==> src/rtl/core/b2x2_pkg.sv <==
`default_nettype none

package b2x2_pkg;

  // Size of the design.
  localparam int MAX_WIDTH  = 4096;
  localparam int PIXEL_BITS = 12;

  // Derived widths.
  localparam int COL_W      = $clog2(MAX_WIDTH);
  localparam int ROW_W      = 14;
  localparam int LINE_DEPTH = (MAX_WIDTH + 1) / 2;
  localparam int SLOT_W     = (LINE_DEPTH > 1) ? $clog2(LINE_DEPTH) : 1;
  localparam int PAIR_W     = PIXEL_BITS + 1;
  localparam int QUAD_W     = PIXEL_BITS + 2;

  // Widths of the fixed port fields.
  localparam int PIX_PORT_W = 12;
  localparam int CFG_IDX_W  = 2;
  localparam int CFG_DATA_W = 14;
  localparam int WIDTH_REG_W  = 13;
  localparam int HEIGHT_REG_W = 14;

  // Register indexes of the configuration port.
  localparam logic [CFG_IDX_W-1:0] REG_IMAGE_WIDTH  = CFG_IDX_W'(0);
  localparam logic [CFG_IDX_W-1:0] REG_IMAGE_HEIGHT = CFG_IDX_W'(1);

  // Reset values of the geometry, stored as last column and last row.
  localparam logic [COL_W-1:0] RESET_COL_LAST = COL_W'(639);
  localparam logic [ROW_W-1:0] RESET_ROW_LAST = ROW_W'(479);

  // What the position stage hands to the output stage for one word.
  typedef struct packed {
    logic [PAIR_W-1:0] pair_sum;
    logic              odd_row;
    logic              odd_col;
    logic              last_col;
    logic              last_row;
    logic              emit;
  } pos_info_t;

endpackage

`default_nettype wire

==> src/rtl/core/b2x2_res_if.sv <==
`default_nettype none

interface b2x2_res_if;
  import b2x2_pkg::*;

  logic                  valid;
  logic                  ready;
  logic [PIX_PORT_W-1:0] out_pixel;
  logic                  row_end;
  logic                  frame_end;

  modport source (output valid, output out_pixel, output row_end, output frame_end,
                  input ready);
  modport sink (input valid, input out_pixel, input row_end, input frame_end,
                output ready);
endinterface

`default_nettype wire

==> src/rtl/core/b2x2_out.sv <==
`default_nettype none

module b2x2_out
  import b2x2_pkg::*;
(
  input  wire logic              clk,
  input  wire logic              rst,
  input  wire logic              fire,
  input  pos_info_t              info,
  input  wire logic [PAIR_W-1:0] rd_data,
  output logic                   in_ready,
  b2x2_res_if.source             res
);

  pos_info_t         s1;
  logic              s1_valid;
  logic              s1_go;
  logic              out_free;
  logic [QUAD_W-1:0] sum;
  logic [QUAD_W-1:0] avg;

  // A word with no result leaves the stage without waiting for the output.
  assign out_free = !res.valid || res.ready;
  assign s1_go    = s1_valid && (!s1.emit || out_free);
  assign in_ready = !s1_valid || s1_go;

  // Average of the stored row pair with this row, or of this row alone.
  always_comb begin
    sum = QUAD_W'(rd_data) + QUAD_W'(s1.pair_sum);
    if (s1.odd_row) begin
      avg = s1.odd_col ? (sum >> 2) : (sum >> 1);
    end else begin
      avg = s1.odd_col ? QUAD_W'(s1.pair_sum >> 1) : QUAD_W'(s1.pair_sum);
    end
  end

  // Stage register after the line buffer read.
  always_ff @(posedge clk) begin
    if (rst) begin
      s1_valid <= 1'b0;
    end else begin
      if (fire) begin
        s1_valid <= 1'b1;
      end else if (s1_go) begin
        s1_valid <= 1'b0;
      end
    end
    if (fire) begin
      s1 <= info;
    end
  end

  // Result register.
  always_ff @(posedge clk) begin
    if (rst) begin
      res.valid <= 1'b0;
    end else if (s1_go && s1.emit) begin
      res.valid <= 1'b1;
    end else if (res.ready) begin
      res.valid <= 1'b0;
    end
    if (s1_go && s1.emit) begin
      res.out_pixel <= PIX_PORT_W'(avg[PIXEL_BITS-1:0]);
      res.row_end   <= s1.last_col;
      res.frame_end <= s1.last_col && s1.last_row;
    end
  end

endmodule

`default_nettype wire

==> src/flat_wrapper.sv <==
// flat-port wrapper written by rule: the top's interface ports become plain ports
module b2x2_out_flat import b2x2_pkg::*;
  (clk, rst, fire, info, rd_data, in_ready, res_valid, res_out_pixel, res_row_end, res_frame_end, res_ready);
  b2x2_res_if res_i ();
  input  wire logic clk;
  input  wire logic rst;
  input  wire logic fire;
  input  pos_info_t info;
  input  wire logic [PAIR_W-1:0] rd_data;
  output logic in_ready;
  output wire logic [$bits(res_i.valid)-1:0] res_valid;
  output wire logic [$bits(res_i.out_pixel)-1:0] res_out_pixel;
  output wire logic [$bits(res_i.row_end)-1:0] res_row_end;
  output wire logic [$bits(res_i.frame_end)-1:0] res_frame_end;
  input wire logic [$bits(res_i.ready)-1:0] res_ready;
  assign res_valid = res_i.valid;
  assign res_out_pixel = res_i.out_pixel;
  assign res_row_end = res_i.row_end;
  assign res_frame_end = res_i.frame_end;
  assign res_i.ready = res_ready;
  b2x2_out u_core (.clk(clk), .rst(rst), .fire(fire), .info(info), .rd_data(rd_data), .in_ready(in_ready), .res(res_i));
endmodule
==> config.mk <==
export PLATFORM = sky130hd
export DESIGN_NAME = b2x2_out_flat
export DESIGN_NICKNAME = d
export VERILOG_FILES = /design/src/rtl/core/b2x2_pkg.sv /design/src/rtl/core/b2x2_res_if.sv /design/src/rtl/core/b2x2_out.sv /design/src/flat_wrapper.sv
export SDC_FILE = /design/constraint.sdc
export NUM_CORES = 1
export LEC_CHECK = 0
export BUFFER_PORTS_ARGS = -buffer_cell sky130_fd_sc_hd__buf_2
export CORE_UTILIZATION = 52
export DETAILED_ROUTE_END_ITERATION = 16
export GPL_TIMING_DRIVEN = 0
export HOLD_SLACK_MARGIN = 0.12
export PLACE_DENSITY = 0.79
export SYNTH_ARGS = -nofsm -noshare
export SYNTH_HDL_FRONTEND = slang
export SYNTH_SLANG_ARGS = --single-unit
==> constraint.sdc <==
create_clock -name clk -period 3.37 [get_ports clk]
set_input_delay 0.674 -clock clk [delete_from_list [all_inputs] [get_ports clk]]
set_output_delay 0.674 -clock clk [all_outputs]
set_load 0.005 [all_outputs]
# Word-level counts from Yosys, hierarchy flattened
# Cells that the tools add are included.
classes:
  addsub: 1
  n_mux: 7
  n_reduce_logical: 11
ops:
  columns: ["cell", "count"]
  rows:
  - ["$mux 12", 3]
  - ["$add 13x13->14", 1]
  - ["$mux 1", 4]
  - ["$reduce_bool 2->1", 2]
  - ["$logic_and 1x1->1", 3]
  - ["$logic_not 1->1", 3]
  - ["$logic_or 1x1->1", 3]
word_totals:
  register_bits: 34
  input_bits: 35
  output_inout_bits: 16
  word_cells: 30

# Depth between registers and ports, before layout
logic_depth:
  word_depth: 6
  mapped_depth: 8
  mapped_depth_nobuf: 8

# Least setup slack after synthesis
# Ideal clock, no wire load.
synth_path:
  kind: "input-to-reg"
  from: "input port rd_data[0]"
  to: "register u_core.res.out_pixel[9] (data pin)"
  arrival_time_ns: 2.479
  slack_ns: 0.619
  stages: 7
  path_buffers: 0
  cell_sequence: "and2_1 -> fa_1 -> a211oi_1 -> o21a_1 -> a2111oi_0 -> a311o_1 -> mux4_2"
synth_between:
  elab_chain_cells: 3
synth_lines:
  columns: ["item", "line_no", "rtl"]
  rows:
  - ["start, declared", "flat_wrapper.sv:9", "input wire logic [PAIR_W-1:0] rd_data;"]
  - ["$add 13x13->14", "b2x2_out.sv:29", "sum = QUAD_W'(rd_data) + QUAD_W'(s1.pair_sum);"]
  - ["$mux 12", "b2x2_out.sv:31", "avg = s1.odd_col ? (sum >> 2) : (sum >> 1);"]
  - ["$mux 12", "b2x2_out.sv:30", "if (s1.odd_row) begin"]
  - ["named net u_core.avg[9]", "b2x2_out.sv:20", "logic [QUAD_W-1:0] avg;"]
  - ["end signal, assigned", "b2x2_out.sv:63", "res.out_pixel <= PIX_PORT_W'(avg[PIXEL_BITS-1:0]);"]
  - ["end, declared", "b2x2_res_if.sv:12", "modport source (output valid, output out_pixel, output row_end, output frame_end,"]
# The timed path passes the listed nets, and every way through them passes these cells.
# A chain may end at the register's enable or synchronous reset.

# Final worst setup path
# Same ends and word-level chain as after synthesis.

==> out/results.ini <==
[outcome]
status = completed

[worst_setup_path]
crit_chain = buf_2, and2_1, fa_1, a211oi_1, o21a_1, a2111oi_0, a311o_1, mux4_2
ff2ff_path_depth = 7
crit_family = compound AO/OA/AOI/OAI gates
end_kind = register
crit_cells = 8
worstPathArrival_ps = 2750
rrSetupSlack_ps = 720
required_ps = 3400
critPathMaxFanout = 4
cp_slowest_cell = mux4_2
start_kind = input pin
crit_buf_inv = 1
setup.worst_path.class = in -> reg
max_stage_delay_ps = 460

[floorplan]
rows = 21
dieArea_um2 = 4000
die_h_um = 63.2
coreArea_um2 = 3470
io_pins = 51
initial_utilization_pct = 56.2
die_x_um = 63.2

[grt]
antenna_found_initial = 0
overflow = 0
use_met3_pct = 5.43
use_met2_pct = 36.0
first_global_vias = 1445
grt_pass1_wl_um = 6410
grt_start_max_net_pins = 20
use_met1_pct = 25.3
gr-max-usage-layer = met2
grt_use_total_pct = 21.5

[drt]
wl_um = 3760
firstDrtPassIters = 4
vias = 1480
drt_iter0_drc = 95
drt-vias-per-instance = 5.58
drc_errors = 0
avgRoutedWirePerCell_um = 14.2
ant_nets = 0

[cells_and_area]
layout.nets = 266
drive_gt1_share_pct = 32.0
diodes = 0
finalCoreUtilization_pct = 68.9
design_area_um2 = 2390
layout.cells.most_common = buf_2
layout_common_cells = buf_2, edfxtp_1, a21oi_1
syn2layout_area_growth_pct = 22.6

[synthesis]
netlist_area_um2 = 1950
syn_inst = 161
synth_top_family_by_area = compound AO/OA/AOI/OAI gates
ys_warn_count = 0
synth-adder-area-share_pct = 8.73
synth_compound_area_share_pct = 16.9
ys_types = 43
syn_avg_cell_area_um2 = 12.1
synthMuxAreaShare_pct = 7.32
synth_nets = 209
ys.flop_type = edfxtp_1
ys_ff_latch = 34
synthXorXnorAreaFrac_pct = 4.04
seq_area_frac_synth_pct = 51.3
yosys.area_share.simple_pct = 9.31
async_reset_ff_share_pct = 0
synth_enable_flop_cells = 32

[sta]
fmax_mhz = 367
fin_worst_hold_slack_ps = 469
setup_tns_ps = 0
setup_viol = 0
min_period_over_period_pct = 80.9
worst_slack_ps = 645
timing_hold_violations_final = 0
drv_slew = 0
rsz0062_at_grt = no
maxSlewHeadroom_pct = 27.2
tightest_slew_ps = 1090
fin_skew_ps = 6.86
period_needed_ps = 2730

[clock_tree]
clock_latency_ps = 290
clockRootBuffer = clkbuf_8
hold_buffers = 0
htreeDepth = 2
cts_max_path_buffers = 2
cts_buffers = 5
cts_setup_buffers = 0
cts.sink_count = 34
ctsResizeCount = 0
clk_pin_slew_ps = 70
cts_tree = done

[min_path]
hold_class = reg -> reg
min_path_cells = 0

[placement]
io_buffers = 50
hpwl_um = 2980
dpl_worst_slack_ps = 350
gp_congestion = 0.890
place_area_um2 = 2260

[pwr]
p_leak_nw = 0.968
powerDensity_nw_per_um2 = 511
irDropWorstVdd_v = 0.000401

[run]
cap_violations = 0

synth_stat cells, types with 2 or more instances:
cell type	count	area, um2
edfxtp_1	32	961
a21oi_1	17	85.1
nand2_1	13	48.8
ha_1	12	150
nor2_1	9	33.8
xnor2_1	7	61.3
inv_1	5	18.8
nor2b_1	5	31.3
a211oi_1	4	30.0
mux4_2	4	90.1
o21ai_0	4	20.0
a31oi_1	3	18.8
clkbuf_1	3	11.3
mux2i_1	3	30.0
a21o_1	2	15.0
and2_1	2	12.5
dfxtp_1	2	40.0
mux2_2	2	22.5
nand3_1	2	10.0
nor3_1	2	10.0
o211ai_1	2	15.0
o21a_1	2	15.0
o21ai_1	2	10.0
o221a_2	2	22.5
xor2_1	2	17.5
per-layer routing:
layer  part of all wire (%)  vias to the layer above
met2                     50                       67
met5                      0                        -
li1                       -                      735
met4                    1.6                        0
met3                    7.5                        7
met1                     41                      671
path summary, 6_finish.rpt:
kind                startpoint                      end
setup / recovery    rd_data[0]  u_core.res.out_pixel[9]
hold / removal    u_core.s1[2]       u_core.res.row_end
setup reg to reg  u_core.s1[5]  u_core.res.out_pixel[9]
hold reg to reg   u_core.s1[2]       u_core.res.row_end
final cells by class:
type,count,area [um2]
Fill cell,263,1080
Sequential cell,34,1000
Multi-Input combinational cell,116,902
Timing Repair Buffer,50,250
Clock buffer,5,68.8
Clock inverter,3,63.8
Tap cell,46,57.6
Buffer,5,23.8
Inverter,6,22.5
sequential cells by signal, summed over array words and instances (netlist names):
register	cells
u_core.res.out_pixel	12
u_core.s1_valid	1
u_core.res.valid	1
u_core.s1	18
u_core.res.frame_end	1
u_core.res.row_end	1
cells by family after synthesis:
| family | after synthesis |
|---|---|
| compound gates | 48 |
| simple gates | 37 |
| flops | 34 |
| fa+ha+maj | 13 |
| buf+inv | 11 |
| xor+xnor | 9 |
| mux | 9 |
report_power, final:
| group | total [W] | switching (W) | internal, W | leakage, nW |
|---|---|---|---|---|
| logic | 0.000271 | 0.000141 | 0.000130 | 0.581 |
| clock network | 0.000433 | 0.000141 | 0.000292 | 0.0658 |
| registers | 0.000518 | 0.0000165 | 0.000502 | 0.321 |
metrics by stage:
| step | cells | total power (W) |
|---|---|---|
| 3_5_place_dp | 257 | 0.000794 |
| 4_1_cts | 265 | 0.00123 |
| 3_3_place_gp | 257 | 0.000780 |
| 6_report | 265 | 0.00122 |
| 2_1_floorplan | 161 | 0.000719 |
| 5_1_grt | 265 | 0.00129 |
Note: power is estimated with default switching activity, not from simulation.
