### config.mk
export PLATFORM = sky130hd
export DESIGN_NAME = b2x2_pos_flat
export DESIGN_NICKNAME = d
export VERILOG_FILES = /design/src/rtl/core/b2x2_pkg.sv /design/src/rtl/core/b2x2_cfg_if.sv /design/src/rtl/core/b2x2_pos.sv /design/src/flat_wrapper.sv
export SDC_FILE = /design/constraint.sdc
export NUM_CORES = 1
export LEC_CHECK = 0
export BUFFER_PORTS_ARGS = -buffer_cell sky130_fd_sc_hd__buf_2
export CAP_MARGIN = 20
export CORE_AREA = 2 2 120 122
export CTS_CLUSTER_DIAMETER = 150
export DETAILED_ROUTE_END_ITERATION = 10
export DIE_AREA = 0 0 122 124
export PLACE_DENSITY = 0.55
export SETUP_SLACK_MARGIN = 0.05
export SLEW_MARGIN = 30
export SYNTH_ARGS = -nofsm -noshare
export SYNTH_HDL_FRONTEND = slang
export SYNTH_SLANG_ARGS = --single-unit
### constraint.sdc
create_clock -name clk -period 7.3 [get_ports clk]
set_input_delay 1.095 -clock clk [delete_from_list [all_inputs] [get_ports clk]]
set_output_delay 1.095 -clock clk [all_outputs]
set_load 0.02 [all_outputs]
### src/rtl/core/b2x2_pkg.sv
`default_nettype none

package b2x2_pkg;

  // Size of the design.
  localparam int MAX_WIDTH  = 4096;
  localparam int PIXEL_BITS = 12;

  // Derived widths.
  localparam int COL_W      = $clog2(MAX_WIDTH);
  localparam int ROW_W      = 14;
  localparam int LINE_DEPTH = (MAX_WIDTH + 1) / 2;
  localparam int SLOT_W     = (LINE_DEPTH > 1) ? $clog2(LINE_DEPTH) : 1;
  localparam int PAIR_W     = PIXEL_BITS + 1;
  localparam int QUAD_W     = PIXEL_BITS + 2;

  // Widths of the fixed port fields.
  localparam int PIX_PORT_W = 12;
  localparam int CFG_IDX_W  = 2;
  localparam int CFG_DATA_W = 14;
  localparam int WIDTH_REG_W  = 13;
  localparam int HEIGHT_REG_W = 14;

  // Register indexes of the configuration port.
  localparam logic [CFG_IDX_W-1:0] REG_IMAGE_WIDTH  = CFG_IDX_W'(0);
  localparam logic [CFG_IDX_W-1:0] REG_IMAGE_HEIGHT = CFG_IDX_W'(1);

  // Reset values of the geometry, stored as last column and last row.
  localparam logic [COL_W-1:0] RESET_COL_LAST = COL_W'(639);
  localparam logic [ROW_W-1:0] RESET_ROW_LAST = ROW_W'(479);

  // What the position stage hands to the output stage for one word.
  typedef struct packed {
    logic [PAIR_W-1:0] pair_sum;
    logic              odd_row;
    logic              odd_col;
    logic              last_col;
    logic              last_row;
    logic              emit;
  } pos_info_t;

endpackage

`default_nettype wire

### src/rtl/core/b2x2_cfg_if.sv
`default_nettype none

interface b2x2_cfg_if;
  import b2x2_pkg::*;

  logic                  valid;
  logic                  ready;
  logic [CFG_IDX_W-1:0]  index;
  logic [CFG_DATA_W-1:0] data;

  modport source (output valid, output index, output data, input ready);
  modport sink (input valid, input index, input data, output ready);
endinterface

`default_nettype wire

### src/rtl/core/b2x2_pos.sv
`default_nettype none

module b2x2_pos
  import b2x2_pkg::*;
(
  input  wire logic               clk,
  input  wire logic               rst,
  b2x2_cfg_if.sink                cfg,
  input  wire logic               fire,
  input  wire logic [PIX_PORT_W-1:0] pixel,
  output pos_info_t               info,
  output logic                    wr_en,
  output logic                    rd_en,
  output logic [SLOT_W-1:0]       slot,
  output logic [PAIR_W-1:0]       wr_data
);

  logic [COL_W-1:0]  col_last;
  logic [ROW_W-1:0]  row_last;
  logic [COL_W-1:0]  column_count;
  logic [ROW_W-1:0]  row_count;
  logic [PAIR_W-1:0] pair_sum;
  logic [PAIR_W-1:0] pair_sum_next;
  logic [PIXEL_BITS-1:0] px;
  logic              odd_col;
  logic              odd_row;
  logic              last_col;
  logic              last_row;
  logic [WIDTH_REG_W-1:0]  width_in;
  logic [HEIGHT_REG_W-1:0] height_in;

  assign cfg.ready = 1'b1;
  assign width_in  = cfg.data[WIDTH_REG_W-1:0];
  assign height_in = cfg.data[HEIGHT_REG_W-1:0];

  // Position of the current word in the frame.
  assign px       = pixel[PIXEL_BITS-1:0];
  assign odd_col  = column_count[0];
  assign odd_row  = row_count[0];
  assign last_col = (column_count == col_last);
  assign last_row = (row_count == row_last);

  // Horizontal pair sum: restart on even columns, accumulate on odd ones.
  assign pair_sum_next = odd_col ? (pair_sum + PAIR_W'(px)) : PAIR_W'(px);

  // Even rows store pair sums; odd rows read them back.
  assign slot    = column_count[COL_W-1:1];
  assign wr_data = pair_sum_next;
  assign wr_en   = fire && !odd_row && (odd_col || last_col);
  assign rd_en   = fire && odd_row;

  always_comb begin
    info.pair_sum = pair_sum_next;
    info.odd_row  = odd_row;
    info.odd_col  = odd_col;
    info.last_col = last_col;
    info.last_row = last_row;
    info.emit     = (odd_col || last_col) && (odd_row || last_row);
  end

  // Geometry registers, frame counters and the running pair sum.
  always_ff @(posedge clk) begin
    if (rst) begin
      col_last     <= RESET_COL_LAST;
      row_last     <= RESET_ROW_LAST;
      column_count <= '0;
      row_count    <= '0;
      pair_sum     <= '0;
    end else if (cfg.valid) begin
      // A width or height write restarts the frame; zero acts as one, width saturates.
      if (cfg.index == REG_IMAGE_WIDTH) begin
        column_count <= '0;
        row_count    <= '0;
        if (width_in == '0) begin
          col_last <= '0;
        end else if (32'(width_in) > MAX_WIDTH) begin
          col_last <= COL_W'(MAX_WIDTH - 1);
        end else begin
          col_last <= COL_W'(width_in - WIDTH_REG_W'(1));
        end
      end else if (cfg.index == REG_IMAGE_HEIGHT) begin
        column_count <= '0;
        row_count    <= '0;
        if (height_in == '0) begin
          row_last <= '0;
        end else begin
          row_last <= ROW_W'(height_in - HEIGHT_REG_W'(1));
        end
      end
    end else if (fire) begin
      pair_sum <= pair_sum_next;
      if (last_col) begin
        column_count <= '0;
        row_count    <= last_row ? '0 : row_count + ROW_W'(1);
      end else begin
        column_count <= column_count + COL_W'(1);
      end
    end
  end

endmodule

`default_nettype wire

### src/flat_wrapper.sv
// flat-port wrapper written by rule: the top's interface ports become plain ports
module b2x2_pos_flat import b2x2_pkg::*;
  (clk, rst, fire, pixel, info, wr_en, rd_en, slot, wr_data, cfg_valid, cfg_index, cfg_data, cfg_ready);
  b2x2_cfg_if cfg_i ();
  input  wire logic clk;
  input  wire logic rst;
  input  wire logic fire;
  input  wire logic [PIX_PORT_W-1:0] pixel;
  output pos_info_t info;
  output logic wr_en;
  output logic rd_en;
  output logic [SLOT_W-1:0] slot;
  output logic [PAIR_W-1:0] wr_data;
  input wire logic [$bits(cfg_i.valid)-1:0] cfg_valid;
  input wire logic [$bits(cfg_i.index)-1:0] cfg_index;
  input wire logic [$bits(cfg_i.data)-1:0] cfg_data;
  output wire logic [$bits(cfg_i.ready)-1:0] cfg_ready;
  assign cfg_i.valid = cfg_valid;
  assign cfg_i.index = cfg_index;
  assign cfg_i.data = cfg_data;
  assign cfg_ready = cfg_i.ready;
  b2x2_pos u_core (.clk(clk), .rst(rst), .cfg(cfg_i), .fire(fire), .pixel(pixel), .info(info), .wr_en(wr_en), .rd_en(rd_en), .slot(slot), .wr_data(wr_data));
endmodule
# Yosys cells after proc, flatten, opt, wreduce, memory -nomap -nowiden

Index checks and enable logic that the tools add are counted.

Flip-flop bits (word level): 65
Logic and storage cells: 49

$add $sub $neg: 5
Order comparisons: 1
Equal/unequal tests: 4
Mux-type cells: 15
Bitwise gates (word level): 2
Reductions and logical operators: 17

Operator list:

| kind                    | count |
|---|---|
| $mux W14                | 7 |
| $mux W12                | 7 |
| $add A14 B1 Y14 const B | 1 |
| $eq A14 B14 Y1          | 1 |
| $logic_not A14 Y1       | 1 |
| $sub A14 B1 Y14 const B | 1 |
| $add A13 B12 Y13        | 1 |
| $gt A13 B13 Y1 const B  | 1 |
| $logic_not A13 Y1       | 1 |
| $mux W13                | 1 |
| $add A12 B1 Y12 const B | 1 |
| $eq A12 B12 Y1          | 1 |
| $sub A12 B1 Y12 const B | 1 |
| $reduce_and A2 Y1       | 3 |
| $reduce_and A3 Y1       | 2 |
| $logic_and A1 B1 Y1     | 4 |
| $reduce_bool A2 Y1      | 2 |
| $ne A3 B1 Y1 const B    | 1 |
| $eq A2 B1 Y1 const B    | 1 |
| $logic_not A2 Y1        | 1 |
| $logic_or A1 B1 Y1      | 2 |
| $not A1 Y1              | 2 |
| $logic_not A1 Y1        | 1 |

# Logic depth before layout (Yosys ltp)

Depth after elaboration: 5
Mapped depth: 11
Depth with buffers taken out: 8

# Least setup slack after synthesis

Ideal clock, no wire load.

Path type: input -> output
Start point: input port pixel[0]
End point: output port wr_data[12]
Data arrival time: 3.150 ns
Data required time: 6.205 ns
Setup slack: 3.055 ns
Stages on the path: 9
Cells stage by stage: ha_1 -> fa_1 -> a21oi_1 -> nor2b_1 -> a2111o_1 -> o221ai_1 -> xnor2_1 -> and2_1 -> buf_4

RTL lines:

| element     | line               | text |
|---|---|---|
| from (decl) | flat_wrapper.sv:8  | `input wire logic [PIX_PORT_W-1:0] pixel;` |
| to (decl)   | flat_wrapper.sv:13 | `output logic [PAIR_W-1:0] wr_data;` |

==> impl_metrics.json <==
{
  "final_nets": 598,
  "crit_required_ns": 6.20,
  "crit_chain": "buf_2 -> ha_1 -> fa_1 -> a21oi_1 -> nor2b_1 -> a2111o_1 -> o221ai_1 -> xnor2_1 -> and2_1 -> buf_2",
  "dp_hpwl_um": 8100,
  "vdd_drop_max_v": 0.000109,
  "drc": 0,
  "drive_gt1_frac": 0.191,
  "critPathKind": "input port to output pin",
  "crit_top_cell": "buf_2",
  "antenna_found_initial": 0,
  "cts.hold.buffers_added": 0,
  "wire_per_inst_um": 14.5,
  "grt_max_degree": 38,
  "dieWidth_um": 122,
  "vias_per_cell": 5.05,
  "htree_levels": 3,
  "fin_tns_setup_ns": 0,
  "relSlewSlack": 0.482,
  "ys_ff_latch": 65,
  "cts_buffers": 9,
  "p_leak_nw": 1.88,
  "worst_pin_slew_ns": 0.777,
  "firstDrtPassIters": 5,
  "worst_path_largest_cell_delay_ns": 0.45,
  "worstHoldStart": "u_core.pair_sum[2]",
  "synth_top_cell_by_area": "dfxtp_1",
  "clk_latency_ns": 0.33,
  "cp.arrival_ns": 3.33,
  "cp_max_fo": 4,
  "startpoint_type": "input port",
  "crit_buf_inv": 2,
  "critPathSlowestCell": "a2111o_1",
  "outcome": "completed",
  "drv_slew": 0,
  "fmax_mhz": 226,
  "maxCapViolCount": 0,
  "clk_pin_slew_ns": 0.05,
  "synth_edf_count": 0,
  "dieArea_um2": 15100,
  "finalPower_mw": 0.935,
  "finalClockSkew_ns": 0.00593,
  "grt_pass1_wl_um": 17400,
  "r2r-start": "u_core.pair_sum[0]",
  "cts_tree": "done",
  "synth_ff_type": "dfxtp_1",
  "initial_core_util": 0.296,
  "io_pins": 77,
  "ys_types": 59,
  "synth-async-reset-ratio": 0,
  "setup_viol": 0,
  "syn_avg_cell_area_um2": 8.13,
  "drtAntennaViolNets": 0,
  "ys_top_cells_by_area": "dfxtp_1 (32%), xnor2_1 (9.3%), nor2_1 (6.4%)",
  "cts.sinks": 65,
  "grt_usage": 0.145,
  "area.growth.synth_to_final_pct": 16.2,
  "hold_class": "flop to flop",
  "critPathTopFamily": "compound AO/OA/AOI/OAI gates",
  "syn_area_um2": 4060,
  "rows": 43,
  "die_y_um": 124,
  "cts_resized": 0,
  "diodes": 0,
  "vias": 3708,
  "cts_setup_buffers": 0,
  "routed_wl_um": 10700,
  "yosysSeqAreaShare": 0.320,
  "crit_path_end_kind": "output pin",
  "syn-num-nets": 548,
  "gp_congestion": 0.850,
  "final_cell_count_no_fill": 734,
  "postLayoutCoreUtil": 0.344,
  "synth.top_cell.area_share": 0.320,
  "cp-startpoint": "pixel[0]",
  "port-buffer-count": 75,
  "core_area_um2": 13700,
  "power_density_nw_per_um2": 198,
  "root_buffer": "clkbuf_16",
  "grt_pass1_vias": 3485,
  "syn_inst": 500,
  "dr.first_iter.drc_count": 238,
  "rsz0062_at_grt": "no",
  "cts_buffer_depth": 2,
  "finalCriticalPeriod_ns": 4.43,
  "synth_warnings": 0,
  "timing.final.hold_violations": 0,
  "finalCritPeriodShare": 0.606,
  "place_inst": 719,
  "grt-ovfl-total": 0
}
==> worst paths after layout <==
check                   endpoint  slack, ns  depth (start not counted)
max reg2reg  u_core.pair_sum[12]       4.85                          8
min reg2reg   u_core.pair_sum[2]       0.46                          2
max                     info[17]       2.87                         10
min           u_core.pair_sum[2]       0.46                          2
==> tightest hold or removal path, cell delays in order, from the launching register on <==
cell and delay (ns):
dfxtp_1 0.31, nand2_1 0.05, a21oi_1 0.05
==> kinds of logic after synthesis <==
logic type               share of synthesized area
XOR/XNOR                                     0.142
AO/OA/AOI/OAI                                0.153
adder cells (fa/ha/maj)                     0.0585
AND/OR/NAND/NOR                              0.234
multiplexers                                0.0216
buffers and inverters                       0.0693
flip-flops                                   0.320
other                                     0.000923
==> cell usage in the layout (no fill, tap or decap), drive strengths merged, types with 3 or more instances in the layout <==
master and n:
buf 79, nor2 69, dfxtp 65, xnor2 43, a21oi 36, nand2 33
o21ai 27, xor2 23, nand3 21, nand4 16, ha 15, clkbuf 12
inv 10, nor3 10, and3 8, nand2b 6, mux2 6, and2 6
a311oi 6, or4 5, nor4 5, o31ai 4, a21o 3, nor2b 3
maj3 3
==> cell usage after synthesis, types with 10 or more instances <==
master and n:
clkbuf_1 15, o21ai_0 27, xor2_1 23, nand2_1 33, xnor2_1 43, buf_4 17
nor3_1 10, inv_1 10, nor2_1 69, nand4_1 16, ha_1 15, a21oi_1 36
nand3_1 21, dfxtp_1 65
==> per-layer routing <==
metal / part of all wire / global-route usage / vias to the layer above / wire length, um
met4: 0.017 / 0.0647 / 0 / 180
met1: 0.47 / 0.185 / 1740 / 5020
met5: 0 / 0 / - / 0
met3: 0.043 / 0.0192 / 12 / 456
li1: - / - / 1846 / -
met2: 0.47 / 0.245 / 110 / 5000
==> per-stage QoR <==
| stage | hold slack [ns] | area, um^2 | setup slack [ns] |
|---|---|---|---|
| 2_1_floorplan | 0.440 | 4060 | 3.06 |
| 3_3_place_gp | 0.446 | 4450 | 2.90 |
| 3_5_place_dp | 0.453 | 4460 | 2.87 |
| 4_1_cts | 0.460 | 4720 | 2.86 |
| 5_1_grt | 0.481 | 4720 | 2.71 |
| 6_report | 0.464 | 4720 | 2.87 |
==> area by class of cell <==
| type | count | area (um^2) |
|---|---|---|
| fillers | 1445 | 9000 |
| multi-input cells | 385 | 2490 |
| flip-flops and latches | 65 | 1300 |
| repair buffers | 79 | 405 |
| clock buffers | 12 | 246 |
| well taps | 180 | 225 |
| inverters | 10 | 37.5 |
| clock inverters | 3 | 17.5 |
==> report_power, final <==
group | internal [mW] | switching [mW] | leakage (nW)
Clock | 0.236 | 0.150 | 0.128
Sequential | 0.367 | 0.00954 | 0.530
Combinational | 0.0644 | 0.107 | 1.22
==> sequential cells by signal, summed over array words and instances (netlist names) <==
signal               count
u_core.col_last         12
u_core.column_count     12
u_core.row_count        14
u_core.row_last         14
u_core.pair_sum         13
Note: power is estimated with default switching activity, not from simulation.
